File: src/rtl/qau_pkg.sv
`timescale 1ns / 1ps
// qau_pkg: opcodes, operation classes, sequencer states and product schedules
// for the quaternion arithmetic unit. No dependencies.
package qau_pkg;

	typedef enum logic [2:0] {
		OP_ADD   = 3'd0,
		OP_SUB   = 3'd1,
		OP_MUL   = 3'd2,
		OP_CONJ  = 3'd3,
		OP_NORM  = 3'd4,
		OP_NRMLZ = 3'd5,
		OP_ROT   = 3'd6,
		OP_EQ    = 3'd7
	} qau_op_t;

	// how the back end handles an item
	typedef enum logic [1:0] {
		CLS_SIMPLE = 2'd0,
		CLS_MUL    = 2'd1,
		CLS_NORM   = 2'd2,
		CLS_ROT    = 2'd3
	} qau_cls_t;

	typedef enum logic [2:0] {
		ST_IDLE = 3'd0,
		ST_PROD = 3'd1,
		ST_SQRT = 3'd2,
		ST_DIV  = 3'd3,
		ST_EMIT = 3'd4
	} qau_state_t;

	localparam int QDEPTH = 2;
	localparam int QPTR_W = 1;

	localparam logic [4:0] NPROD_MUL  = 5'd16;
	localparam logic [4:0] NPROD_NORM = 5'd4;
	localparam logic [4:0] NPROD_ROT  = 5'd9;

	// one product: operand indexes, target accumulator, subtract flag
	typedef struct packed {
		logic [1:0] ia;
		logic [1:0] ib;
		logic [1:0] dst;
		logic       neg;
	} qau_step_t;

	function automatic qau_cls_t classify(input qau_op_t op);
		qau_cls_t c;
		unique case (op)
			OP_MUL:            c = CLS_MUL;
			OP_NORM, OP_NRMLZ: c = CLS_NORM;
			OP_ROT:            c = CLS_ROT;
			default:           c = CLS_SIMPLE;
		endcase
		return c;
	endfunction

	function automatic logic [4:0] num_prod(input qau_cls_t cls);
		logic [4:0] n;
		unique case (cls)
			CLS_MUL:  n = NPROD_MUL;
			CLS_NORM: n = NPROD_NORM;
			CLS_ROT:  n = NPROD_ROT;
			default:  n = 5'd0;
		endcase
		return n;
	endfunction

	// Hamilton product terms, then squares, then the nine rotation products
	// xx yy zz xy xz yz wx wy wz (stored by step number)
	function automatic qau_step_t prod_step(input qau_cls_t cls, input logic [3:0] k);
		qau_step_t s;
		s = '{2'd0, 2'd0, 2'd0, 1'b0};
		unique case (cls)
			CLS_MUL: begin
				unique case (k)
					4'd0:  s = '{2'd0, 2'd0, 2'd0, 1'b0};
					4'd1:  s = '{2'd1, 2'd1, 2'd0, 1'b1};
					4'd2:  s = '{2'd2, 2'd2, 2'd0, 1'b1};
					4'd3:  s = '{2'd3, 2'd3, 2'd0, 1'b1};
					4'd4:  s = '{2'd0, 2'd1, 2'd1, 1'b0};
					4'd5:  s = '{2'd1, 2'd0, 2'd1, 1'b0};
					4'd6:  s = '{2'd2, 2'd3, 2'd1, 1'b0};
					4'd7:  s = '{2'd3, 2'd2, 2'd1, 1'b1};
					4'd8:  s = '{2'd0, 2'd2, 2'd2, 1'b0};
					4'd9:  s = '{2'd2, 2'd0, 2'd2, 1'b0};
					4'd10: s = '{2'd3, 2'd1, 2'd2, 1'b0};
					4'd11: s = '{2'd1, 2'd3, 2'd2, 1'b1};
					4'd12: s = '{2'd0, 2'd3, 2'd3, 1'b0};
					4'd13: s = '{2'd3, 2'd0, 2'd3, 1'b0};
					4'd14: s = '{2'd1, 2'd2, 2'd3, 1'b0};
					default: s = '{2'd2, 2'd1, 2'd3, 1'b1};
				endcase
			end
			CLS_NORM: s = '{k[1:0], k[1:0], 2'd0, 1'b0};
			CLS_ROT: begin
				unique case (k)
					4'd0: s = '{2'd1, 2'd1, 2'd0, 1'b0};
					4'd1: s = '{2'd2, 2'd2, 2'd0, 1'b0};
					4'd2: s = '{2'd3, 2'd3, 2'd0, 1'b0};
					4'd3: s = '{2'd1, 2'd2, 2'd0, 1'b0};
					4'd4: s = '{2'd1, 2'd3, 2'd0, 1'b0};
					4'd5: s = '{2'd2, 2'd3, 2'd0, 1'b0};
					4'd6: s = '{2'd0, 2'd1, 2'd0, 1'b0};
					4'd7: s = '{2'd0, 2'd2, 2'd0, 1'b0};
					default: s = '{2'd0, 2'd3, 2'd0, 1'b0};
				endcase
			end
			default: s = '{2'd0, 2'd0, 2'd0, 1'b0};
		endcase
		return s;
	endfunction

endpackage

File: src/rtl/qau_queue.sv
`timescale 1ns / 1ps
// qau_queue: short register queue between the front and the back end.
// Depends on qau_pkg for its depth.
module qau_queue import qau_pkg::*; #(
	parameter int EW = 5 + 8 * 32
) (
	input  logic          clk,
	input  logic          arst_n,
	input  logic          push,
	input  logic [EW-1:0] push_data,
	output logic          full,
	input  logic          pop,
	output logic          not_empty,
	output logic [EW-1:0] head
);

	logic [EW-1:0]     mem_q [QDEPTH];
	logic [QPTR_W-1:0] wr_q;
	logic [QPTR_W-1:0] rd_q;
	logic [QPTR_W:0]   count_q;

	assign full      = count_q == (QPTR_W + 1)'(QDEPTH);
	assign not_empty = count_q != '0;
	assign head      = mem_q[rd_q];

	always_ff @(posedge clk or negedge arst_n) begin
		if (!arst_n) begin
			wr_q    <= '0;
			rd_q    <= '0;
			count_q <= '0;
		end else begin
			if (push)
				wr_q <= wr_q + 1'b1;
			if (pop)
				rd_q <= rd_q + 1'b1;
			if (push && !pop)
				count_q <= count_q + 1'b1;
			else if (pop && !push)
				count_q <= count_q - 1'b1;
		end
	end

	always_ff @(posedge clk) begin
		if (push)
			mem_q[wr_q] <= push_data;
	end

endmodule

File: config.mk
export PLATFORM = sky130hd
export DESIGN_NAME = qau_queue
export DESIGN_NICKNAME = d
export VERILOG_FILES = /design/src/rtl/qau_pkg.sv /design/src/rtl/qau_queue.sv
export SDC_FILE = /design/constraint.sdc
export NUM_CORES = 1
export LEC_CHECK = 0
export BUFFER_PORTS_ARGS = -buffer_cell sky130_fd_sc_hd__buf_4
export CORE_AREA = 2 2 204 206
export CTS_CLUSTER_DIAMETER = 150
export DETAILED_ROUTE_END_ITERATION = 10
export DIE_AREA = 0 0 206 208
export PLACE_DENSITY_LB_ADDON = 0.12
export SLEW_MARGIN = 10
export SYNTH_ARGS = -nofsm -noshare
export SYNTH_HDL_FRONTEND = slang
export SYNTH_SLANG_ARGS = --single-unit
File: constraint.sdc
create_clock -name clk -period 18.15 [get_ports clk]
set_input_delay 3.63 -clock clk [delete_from_list [all_inputs] [get_ports clk]]
set_output_delay 3.63 -clock clk [all_outputs]
set_load 0.005 [all_outputs]
==> results.sh <==
export IMPL_status="finished, final reports clean"
export IMPL_drt_drc_violations_left=0
export IMPL_finalPower_w=0.00395
export IMPL_netlist_area_um2=19800
export IMPL_p_seq_frac=0.434
export IMPL_ctsRootBufferMaster="clkbuf_16"
export IMPL_grt_pass1_vias=10200
export IMPL_cts_tree="yes"
export IMPL_pre_cts_slack_ns=11.00
export IMPL_powerDensity_nw_per_um2=153
export IMPL_ys_warn_count=0
export IMPL_fin_crit_sh=0.427
export IMPL_drt_wirelength_per_cell_um=23.0
export IMPL_postCtsSetupRepairBufs=0
export IMPL_core_area_um2=40600
export IMPL_grt_max_degree=159
export IMPL_grt_first_pass_wirelength_um=63400
export IMPL_ir_drop_uv=94.3
export IMPL_num_vias=9795
export IMPL_cp_data_required_time_ns=14.52
export IMPL_postRouteAntennaNets=0
export IMPL_yosysUniqueCellTypes=14
export IMPL_cp_common_cell="buf_4"
export IMPL_intPower_w=0.00290
export IMPL_fin_ws_ns=10.40
export IMPL_synthToLayoutAreaGrowth_pct=30.6
export IMPL_synth_cells=828
export IMPL_seq_area_frac_synth=0.799
export IMPL_leakagePower_nw=10.2
export IMPL_postCtsHoldBufs=0
export IMPL_firstDrtPassIters=4
export IMPL_switching_power_w=0.00105
export IMPL_max_stage_delay_ns=1.21
export IMPL_track_usage=0.204
export IMPL_synth_fp_nets=1094
export IMPL_antenna_found_initial=8
export IMPL_hpwl_um=31800
export IMPL_clockBufferDepth=3
export IMPL_clk_pin_slew_ns=0.06
export IMPL_hold_viol=0
export IMPL_synth_top_area_frac=0.793
export IMPL_holdWs_ns=0.491
export IMPL_cts_buffers=52
export IMPL_rows=74
export IMPL_num_nets_final=1656
export IMPL_fmax_ghz=0.129
export IMPL_crit_buf_inv=3
export IMPL_avgSynthCellArea_um2=23.9
export IMPL_endpoint_kind="output pin"
export IMPL_min_period_ns=7.75
export IMPL_initial_core_util=0.487
export IMPL_cap_viol_max_count=0
export IMPL_clk_latency_ns=0.58
export IMPL_cts_max_level=2
export IMPL_tns_ns=0
export IMPL_worstPathCellList="buf_4, buf_4, mux2_2, buf_4"
export IMPL_crit_type="flop to output pin"
export IMPL_synth_seq_cells=526
export IMPL_clock_sinks=526
export IMPL_synthTopCellsByArea="edfxtp_1 79%, mux2_4 14%, mux2_2 4.6%, buf_6 1.2%, dfrtp_1 0.51%"
export IMPL_min_path_type="flop to flop"
export IMPL_die_w_um=206
export IMPL_fillers=2853
export IMPL_crit_fanout=78
export IMPL_ios=528
export IMPL_relSlewSlack=0.196
export IMPL_totalWireLength_um=45300
export IMPL_grt_ovfl_total=0
export IMPL_place_congestion=0.799
export IMPL_post_synth_top_area_cell="edfxtp_1"
export IMPL_drive_gt1_frac=0.609
export IMPL_switching_share=0.265
export IMPL_vias_per_cell=4.97
export IMPL_tightest_slew_ns=1.21
export IMPL_worst_ep_arrival_time_ns=4.12
export IMPL_maxSlewViolCount=0
export IMPL_die_height_um=208
export IMPL_io_buffers=527
export IMPL_fin_skew_ns=0.0209
export IMPL_rsz0062_at_grt="false"
export IMPL_ctsResizeCount=0
export IMPL_finalSetupViolations=0
export IMPL_drt_iter0_drc=591
export IMPL_die_area_um2=42800
export IMPL_crit_family="buffers and inverters"
export IMPL_clock_power_share=0.253
export IMPL_combPwrFrac=0.314
export IMPL_setup_worst_path_start_class="flop"
export IMPL_cp_slowest_cell="dfrtp_4"
[routing by layer]
layer,routed length [um],up-vias,track usage
li1,-,4451,-
met1,16100,4885,0.229
met3,4580,78,0.0804
met2,23000,381,0.343
met5,0,-,0
met4,1590,0,0.0919
[layout by cell type (no fill, tap or decap), drive strengths merged]
cell type and n:
and2 1, buf 537, bufinv 3, clkbuf 62, clkinv 29, clkinvlp 1
dfrtp 4, diode 8, edfxtp 522, ha 1, inv 1, mux2 261
nor2 1, nor2b 2, or2 1, xnor2 1, xor2 4
[cell families (layout without fill, tap and decap cells)]
kind of cell | Yosys count | after routing | synth area share
xor+xnor | 5 | 5 | 0.00222
flops | 526 | 526 | 0.799
other cells | 0 | 8 | 0
buf+inv | 30 | 633 | 0.0142
mux | 261 | 261 | 0.183
simple gates | 5 | 5 | 0.00146
fa+ha+maj | 1 | 1 | 0.000633
[stage by stage]
stage	area, um2	util	cells
2_1_floorplan	19800	-	828
3_3_place_gp	24200	0.597	1868
3_5_place_dp	24200	0.597	1868
4_1_cts	25800	0.636	1963
5_1_grt	25800	0.636	1966
6_report	25800	0.636	1971
[state kept, by name, summed over array words and instances (netlist names)]
register and cells:
mem_q 522, count_q 2, rd_q 1, wr_q 1
[worst register-to-register path: stages (launching register included)]
cell and delay, ns:
dfrtp_1 0.42, and2_4 0.56, buf_12 0.71, buf_4 1.01
[power groups by stage]
stage / logic, W / clock network (W) / registers (W)
2_1_floorplan: 0.000723 / 0 / 0.00177
4_1_cts: 0.00126 / 0.00102 / 0.00171
6_report: 0.00124 / 0.000996 / 0.00171
3_3_place_gp: 0.00126 / 0 / 0.00173
3_5_place_dp: 0.00126 / 0 / 0.00174
5_1_grt: 0.00132 / 0.00107 / 0.00173
[final cells by class]
cell class,count,area (um2),share of cell area
repair buffers,537,4040,0.157
clock buffers,62,1360,0.0527
inverters,1,3.75,0.000145
clock inverters,33,221,0.00858
multi-input cells,272,3710,0.144
well taps,532,666,0.0258
diodes,8,20.0,0.000776
flip-flops and latches,526,15800,0.612
[synth_stat cells, drive strengths merged]
| library cell | instances |
|---|---|
| edfxtp | 522 |
| mux2 | 261 |
| buf | 29 |
| dfrtp | 4 |
| xor2 | 4 |
| nor2b | 2 |
| and2 | 1 |
| ha | 1 |
| inv | 1 |
| nor2 | 1 |
| or2 | 1 |
| xnor2 | 1 |
[path summary, 6_finish.rpt]
kind,start,end,slack [ns],cells past startpoint
min in group asynchronous,arst_n,count_q[1],2.84,1
setup / recovery,rd_q,head[241],10.40,4
hold reg to reg,count_q[1],count_q[1],0.49,1
setup reg to reg,wr_q,mem_q[1][117],14.99,3
max in group asynchronous,arst_n,rd_q,15.19,1
hold / removal,count_q[1],count_q[1],0.49,1
Power figures use the tool's default switching activity.
